`src/hdl/sbli_pkg.sv`:
```
// shared constants, op codes and controller/datapath handshake structs
// for the segment versus box-table intersection block; no dependencies
`timescale 1ns / 1ps

package sbli_pkg;

  localparam int MAX_BOXES_DEF  = 64;
  localparam int COORD_BITS_DEF = 32;
  localparam int FIELD_BITS     = 32;
  localparam int MARGIN_BITS    = 31;
  localparam int OP_BITS        = 2;
  // digit width of the shared cross multiply unit
  localparam int DIGIT_BITS     = 16;

  localparam logic [OP_BITS-1:0] OP_CLEAR = 2'd0;
  localparam logic [OP_BITS-1:0] OP_ADD   = 2'd1;
  localparam logic [OP_BITS-1:0] OP_TEST  = 2'd2;

  // which fraction compare the multiply unit runs
  localparam logic [1:0] SEL_ENTRY = 2'd0;
  localparam logic [1:0] SEL_EXIT  = 2'd1;
  localparam logic [1:0] SEL_SPAN  = 2'd2;

  typedef struct packed {
    logic       latch_in;
    logic       clr_count;
    logic       add_box;
    logic       k_first;
    logic       k_next;
    logic       mem_rd;
    logic       axis_first;
    logic       axis_next;
    logic       stage_a;
    logic       stage_b;
    logic       cmp_start;
    logic [1:0] cmp_sel;
    logic       set_res;
    logic       res_hit;
    logic       res_status;
    logic       push_out;
  } cmd_t;

  typedef struct packed {
    logic [OP_BITS-1:0] op;
    logic               full;
    logic               empty;
    logic               last_box;
    logic               last_axis;
    logic               zero_dir;
    logic               slab_fail;
    logic               cmp_done;
    logic               cmp_fail;
    logic               out_busy;
  } sts_t;

endpackage

```
`src/hdl/sbli_ctrl.sv`:
```
// controller state machine: op decode, box and axis walk, compare sequencing
// depends on sbli_pkg
`timescale 1ns / 1ps

module sbli_ctrl (
  input  logic           clk,
  input  logic           rst,
  input  logic           req_fire,
  output logic           req_ready,
  input  sbli_pkg::sts_t sts,
  output sbli_pkg::cmd_t cmd
);

  typedef enum logic [3:0] {
    S_IDLE, S_EXEC, S_RD, S_SA, S_SB, S_CHK, S_W0, S_W1, S_SP, S_W2, S_FIN
  } state_t;

  state_t state, state_next;

  always_ff @(posedge clk) begin
    if (rst) state <= S_IDLE;
    else state <= state_next;
  end

  assign req_ready = (state == S_IDLE);

  always_comb begin
    logic box_miss, axis_pass;
    cmd        = '0;
    state_next = state;
    box_miss   = 1'b0;
    axis_pass  = 1'b0;
    unique case (state)
      S_IDLE: begin
        if (req_fire) begin
          cmd.latch_in = 1'b1;
          state_next   = S_EXEC;
        end
      end
      S_EXEC: begin
        state_next  = S_FIN;
        cmd.set_res = 1'b1;
        case (sts.op)
          sbli_pkg::OP_CLEAR: cmd.clr_count = 1'b1;
          sbli_pkg::OP_ADD: begin
            if (sts.full) cmd.res_status = 1'b1;
            else cmd.add_box = 1'b1;
          end
          sbli_pkg::OP_TEST: begin
            if (!sts.empty) begin
              cmd.set_res = 1'b0;
              cmd.k_first = 1'b1;
              state_next  = S_RD;
            end
          end
          default: ;
        endcase
      end
      S_RD: begin
        cmd.mem_rd     = 1'b1;
        cmd.axis_first = 1'b1;
        state_next     = S_SA;
      end
      S_SA: begin
        cmd.stage_a = 1'b1;
        state_next  = S_SB;
      end
      S_SB: begin
        cmd.stage_b = 1'b1;
        state_next  = S_CHK;
      end
      S_CHK: begin
        if (sts.slab_fail) box_miss = 1'b1;
        else if (sts.zero_dir) axis_pass = 1'b1;
        else begin
          cmd.cmp_start = 1'b1;
          cmd.cmp_sel   = sbli_pkg::SEL_ENTRY;
          state_next    = S_W0;
        end
      end
      S_W0: begin
        cmd.cmp_sel = sbli_pkg::SEL_EXIT;
        if (sts.cmp_done) begin
          cmd.cmp_start = 1'b1;
          state_next    = S_W1;
        end
      end
      // exit bound lands on the done edge; the span compare starts in the next cycle, from S_SP
      S_W1: begin
        if (sts.cmp_done) state_next = S_SP;
      end
      S_SP: begin
        cmd.cmp_sel   = sbli_pkg::SEL_SPAN;
        cmd.cmp_start = 1'b1;
        state_next    = S_W2;
      end
      S_W2: begin
        cmd.cmp_sel = sbli_pkg::SEL_SPAN;
        if (sts.cmp_done) begin
          if (sts.cmp_fail) box_miss = 1'b1;
          else axis_pass = 1'b1;
        end
      end
      S_FIN: begin
        if (!sts.out_busy) begin
          cmd.push_out = 1'b1;
          state_next   = S_IDLE;
        end
      end
      default: state_next = S_IDLE;
    endcase

    // box rejected: next box, or a miss after the last one
    if (box_miss) begin
      if (sts.last_box) begin
        cmd.set_res = 1'b1;
        state_next  = S_FIN;
      end else begin
        cmd.k_next = 1'b1;
        state_next = S_RD;
      end
    end
    if (axis_pass) begin
      if (sts.last_axis) begin
        cmd.set_res = 1'b1;
        cmd.res_hit = 1'b1;
        state_next  = S_FIN;
      end else begin
        cmd.axis_next = 1'b1;
        state_next    = S_SA;
      end
    end
  end

endmodule

```
`config.mk`:
```
export PLATFORM = sky130hd
export DESIGN_NAME = sbli_ctrl
export DESIGN_NICKNAME = d
export VERILOG_FILES = /design/src/hdl/sbli_pkg.sv /design/src/hdl/sbli_ctrl.sv
export SDC_FILE = /design/constraint.sdc
export NUM_CORES = 1
export LEC_CHECK = 0
export BUFFER_PORTS_ARGS = -buffer_cell sky130_fd_sc_hd__clkbuf_2
export CORE_MARGIN = 4
export CORE_UTILIZATION = 42
export CTS_CLUSTER_DIAMETER = 30
export DETAILED_ROUTE_END_ITERATION = 6
export MAX_ROUTING_LAYER = met4
export PLACE_DENSITY = 0.77
export SLEW_MARGIN = 0
export SYNTH_ARGS = -nofsm -noshare
export SYNTH_HDL_FRONTEND = slang
export SYNTH_SLANG_ARGS = --single-unit
```
`constraint.sdc`:
```
create_clock -name clk -period 1.8 [get_ports clk]
set_input_delay 0.18 -clock clk [delete_from_list [all_inputs] [get_ports clk]]
set_output_delay 0.18 -clock clk [all_outputs]
set_load 0.05 [all_outputs]
```
==> results.py, run 1 <==
metrics = {
    "outcome": {
        "status": "completed",
    },
    "power_and_ir_drop": {
        "power_density_nw_per_um2": 1890,
        "total_leakage_power_nw": 0.382,
        "p_total_mw": 1.64,
        "peakVddDrop_uv": 987,
    },
    "timing": {
        "worst_hold_slack_ns": 0.181,
        "fin_ws_ns": 0.0485,
        "rsz0062_at_grt": "yes",
        "setup_tns_ns": 0,
        "hold_viol": 0,
        "slew_headroom_pct": 77.2,
        "layout_min_cycle_time_ns": 1.75,
        "worst_pin_slew_ns": 0.341,
        "clock.fmax_mhz": 571,
        "slew_violations": 0,
        "min_period_over_period_pct": 97.3,
        "skew_ns": 0.00638,
        "finalSetupViolCount": 0,
    },
    "yosys": {
        "ys_seq_elements": 4,
        "yosysWarnings": 0,
        "ys_types": 28,
        "synth-edff-count": 0,
        "ys.flop_type": "dfxtp_1",
        "syn_nets": 96,
        "synth_async_sr_flop_share_pct": 0,
        "synthCells": 82,
        "synth_area_per_cell_um2": 6.68,
        "ys_seq_area_share_pct": 14.6,
        "netlist_area_um2": 548,
    },
    "worst_setup_path": {
        "crit_buf_inv": 1,
        "crit_required_ns": 1.62,
        "crit_chain": "or2b_1, or3_1, o21ai_2, buf_12",
        "criticalPathCategory": "reg -> out",
        "end_kind": "output pin",
        "r2r-end": "state[1]",
        "crit_family": "simple AND/OR/NAND/NOR gates",
        "start_kind": "flip-flop",
        "r2r_slack_ns": 0.19,
        "arrival_ns": 1.57,
        "cp_slowest_cell": "dfxtp_2",
        "cpPeakStageDelay_ns": 0.38,
        "worstReg2RegStart": "state[3]",
        "reg2reg_depth": 5,
        "crit_start": "state[3]",
        "cp_max_fo": 8,
    },
    "clocking": {
        "clk_pin_slew_ns": 0.04,
        "cts_buffers": 3,
        "ctsLongestPathBuffers": 2,
        "htreeDepth": 1,
        "clockRootBuffer": "clkbuf_4",
        "clkSinkCount": 4,
        "cts_tree": "built",
        "clkLatencyLatePin_ns": 0.24,
    },
    "grt": {
        "antenna_found_initial": 0,
        "track_usage_pct": 20.2,
        "grt_pass1_wl_mm": 2.86,
        "grt_pass1_vias": 615,
        "overflow": 0,
        "grt_max_degree": 20,
    },
    "place": {
        "io_buffers": 31,
        "placed_area_um2": 827,
        "hpwlAfterDp_mm": 1.37,
        "pre_cts_ws_ns": 0.181,
        "globalplace.congestion": 0.898,
    },
    "min_path": {
        "min_to": "state[1]",
        "hold_depth": 2,
        "min_path_type": "in -> reg",
        "min_from": "rst",
    },
    "drt": {
        "dr.pass1.iters": 4,
        "wl_met3_um": 137,
        "drt-initial-drc-count": 21,
        "drc": 0,
        "wl_per_cell_um": 12.9,
        "ant_nets": 0,
        "wl_met2_um": 749,
        "totalWireLength_mm": 1.69,
        "vias": 737,
        "top_layer_used": "met4",
        "met1_length_um": 787,
        "via_per_inst": 5.63,
    },
    "final_layout": {
        "design_area_um2": 870,
        "diodes": 0,
        "layout_common_cells": "28 x clkbuf_2, 9 x buf_4, 7 x nand2_1, 7 x nor3_1, 7 x nor2_1",
        "final_layout_size_suffix_gt1_share_pct": 51.3,
        "reg_top3": "state: 4 flops",
        "num-fill-cells": 99,
        "layout.nets": 133,
        "area_delta_synth_final_pct": 58.7,
        "layout_commonest_cell": "clkbuf_2",
        "top_register": "state",
        "largest_reg_flops": 4,
    },
    "floorplan": {
        "die_width_um": 44.1,
        "die_height_um": 44.1,
        "rows": 12,
        "initial_utilization_pct": 46.8,
        "dieArea_um2": 1950,
        "pin_count": 32,
        "core-area_um2": 1170,
    },
    "run": {
        "maxCapViolCount": 0,
    },
}
synthesized netlist by cell type (2+ instances only):
| cell | count | share of area [%] |
|---|---|---|
| and2_1 | 2 | 2.3 |
| a211oi_1 | 2 | 2.7 |
| nor2_1 | 8 | 5.5 |
| nor4_1 | 3 | 3.4 |
| buf_2 | 5 | 4.6 |
| a211oi_2 | 3 | 6.9 |
| nor3_1 | 11 | 10 |
| nand4bb_1 | 3 | 6.2 |
| nand2b_1 | 6 | 6.9 |
| a21oi_1 | 6 | 5.5 |
| nand3b_1 | 3 | 4.1 |
| nand2_1 | 7 | 4.8 |
| nor2b_1 | 2 | 2.3 |
| dfxtp_1 | 4 | 15 |
| and3_1 | 2 | 2.3 |
| or3_1 | 3 | 3.4 |
power by group:
group | internal, mW | leakage (nW) | switching (mW)
logic | 0.478 | 0.334 | 0.876
registers | 0.133 | 0.0339 | 0.0469
clock network | 0.0744 | 0.0138 | 0.0351
how the worst max path moves through the flow:
stage | end | slack (ns) | depth (start not counted)
6_report | cmd[6] | 0.05 | 4
5_1_grt | cmd[15] | -0.02 | 4
3_3_place_gp | state[1] | 0.22 | 5
4_1_cts | cmd[15] | 0.02 | 4
3_5_place_dp | state[1] | 0.18 | 5
2_1_floorplan | cmd[16] | -0.21 | 4
layout make-up:
cell class | instances | area, µm² | share of cell area [%]
Multi-Input combinational cell | 70 | 495 | 57.0
Timing Repair Buffer | 39 | 248 | 28.5
Sequential cell | 4 | 82.6 | 9.50
Clock buffer | 3 | 22.5 | 2.59
Tap cell | 14 | 17.5 | 2.01
Inverter | 1 | 3.75 | 0.432
metal layers:
metal / vias to the layer above / global-route usage, %
met2: 33 / 29.9
met3: 2 / 4.88
li1: 378 / -
met4: 0 / 7.23
met5: - / -
met1: 324 / 26.3
metrics by stage:
stage          util, %  cells
3_5_place_dp      70.6    128
2_1_floorplan        -     82
3_3_place_gp      70.6    128
5_1_grt           74.3    131
4_1_cts           73.1    131
6_report          74.3    131
repair_timing:
item / in CTS / in global routing
setup buffers: 0 / 0
hold buffers: 0 / 0
endpoints found under the hold margin: 0 / 0
gates resized for setup: 3 / 5
setup endpoints to repair: 2 / 6
cell families after synthesis:
group                  after synthesis  share of synthesized area [%]
DFF                                  4                           14.6
and+or+nand+nor                     53                           54.8
buffers and inverters                8                           7.30
AOI/OAI and AO/OA                   17                           23.3
Power figures use the tool's default switching activity.
==> inputs of run 2 (changes only) <==
CORE_MARGIN = 2   (was 4)
==> results.py, run 2 (same netlist as run 1, synthesis figures left out) <==
metrics = {
    "outcome": {
        "status": "completed",
    },
    "timing": {
        "clock.fmax_mhz": 576,
        "setup_tns_ns": 0,
        "layout_min_cycle_time_ns": 1.74,
        "rsz0062_at_grt": "no",
        "worst_pin_slew_ns": 0.336,
        "min_period_over_period_pct": 96.5,
        "slew_headroom_pct": 77.6,
        "hold_viol": 0,
        "finalSetupViolCount": 0,
        "skew_ns": 0.00594,
        "slew_violations": 0,
    },
    "floorplan": {
        "die_width_um": 40.1,
        "dieArea_um2": 1610,
        "initial_utilization_pct": 43.8,
        "die_height_um": 40.1,
        "core-area_um2": 1250,
        "pin_count": 32,
        "rows": 13,
    },
    "worst_setup_path": {
        "r2r_slack_ns": 0.20,
        "worstReg2RegStart": "state[1]",
        "start_kind": "flip-flop",
        "criticalPathCategory": "reg -> out",
        "cp_max_fo": 8,
        "crit_start": "state[3]",
        "crit_required_ns": 1.62,
        "crit_end": "cmd[6]",
        "r2r-end": "state[3]",
        "end_kind": "output pin",
        "reg2reg_depth": 5,
        "arrival_ns": 1.56,
    },
    "drt": {
        "drt-initial-drc-count": 12,
        "vias": 737,
        "wl_per_cell_um": 13.0,
        "drc": 0,
        "ant_nets": 0,
        "dr.pass1.iters": 4,
        "via_per_inst": 5.54,
        "totalWireLength_mm": 1.73,
    },
    "clocking": {
        "ctsLongestPathBuffers": 2,
        "clkSinkCount": 4,
        "cts_setup_buffers": 0,
        "cts_tree": "built",
        "clk_pin_slew_ns": 0.04,
        "clockRootBuffer": "clkbuf_4",
        "clkLatencyLatePin_ns": 0.24,
        "cts_buffers": 3,
        "htreeDepth": 1,
    },
    "place": {
        "io_buffers": 31,
        "globalplace.congestion": 0.987,
        "hpwlAfterDp_mm": 1.33,
    },
    "final_layout": {
        "reg_top3": "state: 4 flops",
        "multi_input_area_um2": 507,
        "largest_reg_flops": 4,
        "area_delta_synth_final_pct": 58.2,
        "top_register": "state",
        "layout_common_cells": "28 x clkbuf_2, 10 x buf_4, 7 x nand2_1, 7 x nor3_1, 7 x nor2_1",
        "num-fill-cells": 107,
        "layout.nets": 134,
        "final_layout_size_suffix_gt1_share_pct": 52.5,
        "layout_commonest_cell": "clkbuf_2",
        "ff_latch_area_um2": 85.1,
        "diodes": 0,
    },
    "run": {
        "maxCapViolCount": 0,
    },
    "min_path": {
        "min_path_type": "in -> reg",
        "min_from": "rst",
    },
    "grt": {
        "overflow": 0,
        "grt_pass1_vias": 576,
        "grt_pass1_wl_mm": 2.46,
        "track_usage_pct": 23.5,
        "antenna_found_initial": 0,
        "grt_max_degree": 13,
    },
    "power_and_ir_drop": {
        "peakVddDrop_uv": 997,
        "power_density_nw_per_um2": 1880,
        "total_leakage_power_nw": 0.381,
        "p_total_mw": 1.63,
    },
}
[run 2: changes by cell type in the layout (fill, tap and decap cells not counted), sizes merged]
cell	before	now
clkbuf	31	33
buf	11	10
[run 2: worst min path at each step]
stage               end  slack, ns  cells past startpoint
2_1_floorplan  state[1]       0.24                      1
3_3_place_gp   state[1]       0.40                      2
3_5_place_dp   state[1]       0.40                      2
4_1_cts        state[1]       0.15                      2
5_1_grt        state[1]       0.16                      2
6_report       state[1]       0.16                      2
[run 2: layout make-up]
type,instances,area share (%)
clock buffers,3,2.60
flip-flops and latches,4,9.81
well taps,15,2.16
inverters,1,0.433
multi-input cells,70,58.4
repair buffers,40,26.6
[run 2: what timing repair did]
item                       4_1_cts  5_1_grt
hold buffers                     0        0
resized for setup                5        7
setup endpoints to repair        6        8
hold endpoints to repair         0        0
[run 2: metal layers]
layer | up-vias | part of all wire, % | track usage (%)
li1 | 376 | - | -
met1 | 331 | 43 | 27.0
met2 | 28 | 50 | 39.9
met3 | 2 | 6.5 | 5.00
met4 | 0 | 0.81 | 7.76
met5 | - | 0 | -
[run 2: power by group]
group	total (mW)	switching, mW	internal [mW]	leakage, nW
logic	1.32	0.870	0.446	0.334
registers	0.196	0.0612	0.135	0.0342
clock network	0.115	0.0399	0.0748	0.0138
[run 2: per-stage QoR]
step / std cells / hold WS [ns] / area, µm² / worst slack [ns] / utilization, %
after global routing: 133 / 0.165 / 867 / 0.00969 / 69.2
final: 133 / 0.157 / 867 / 0.0624 / 69.2
after detailed placement: 130 / 0.400 / 808 / 0.183 / 64.5
after floorplan: 82 / 0.245 / 603 / -0.205 / -
after CTS: 133 / 0.153 / 845 / 0.00503 / 67.4
after global placement: 130 / 0.400 / 808 / 0.188 / 64.5
[run 2: worst max-delay path, cell delays in order, from the launching register on]
cell and delay [ns]:
dfxtp_2 0.38, or2b_1 0.31, or3_1 0.36, o21ai_2 0.07, buf_4 0.20
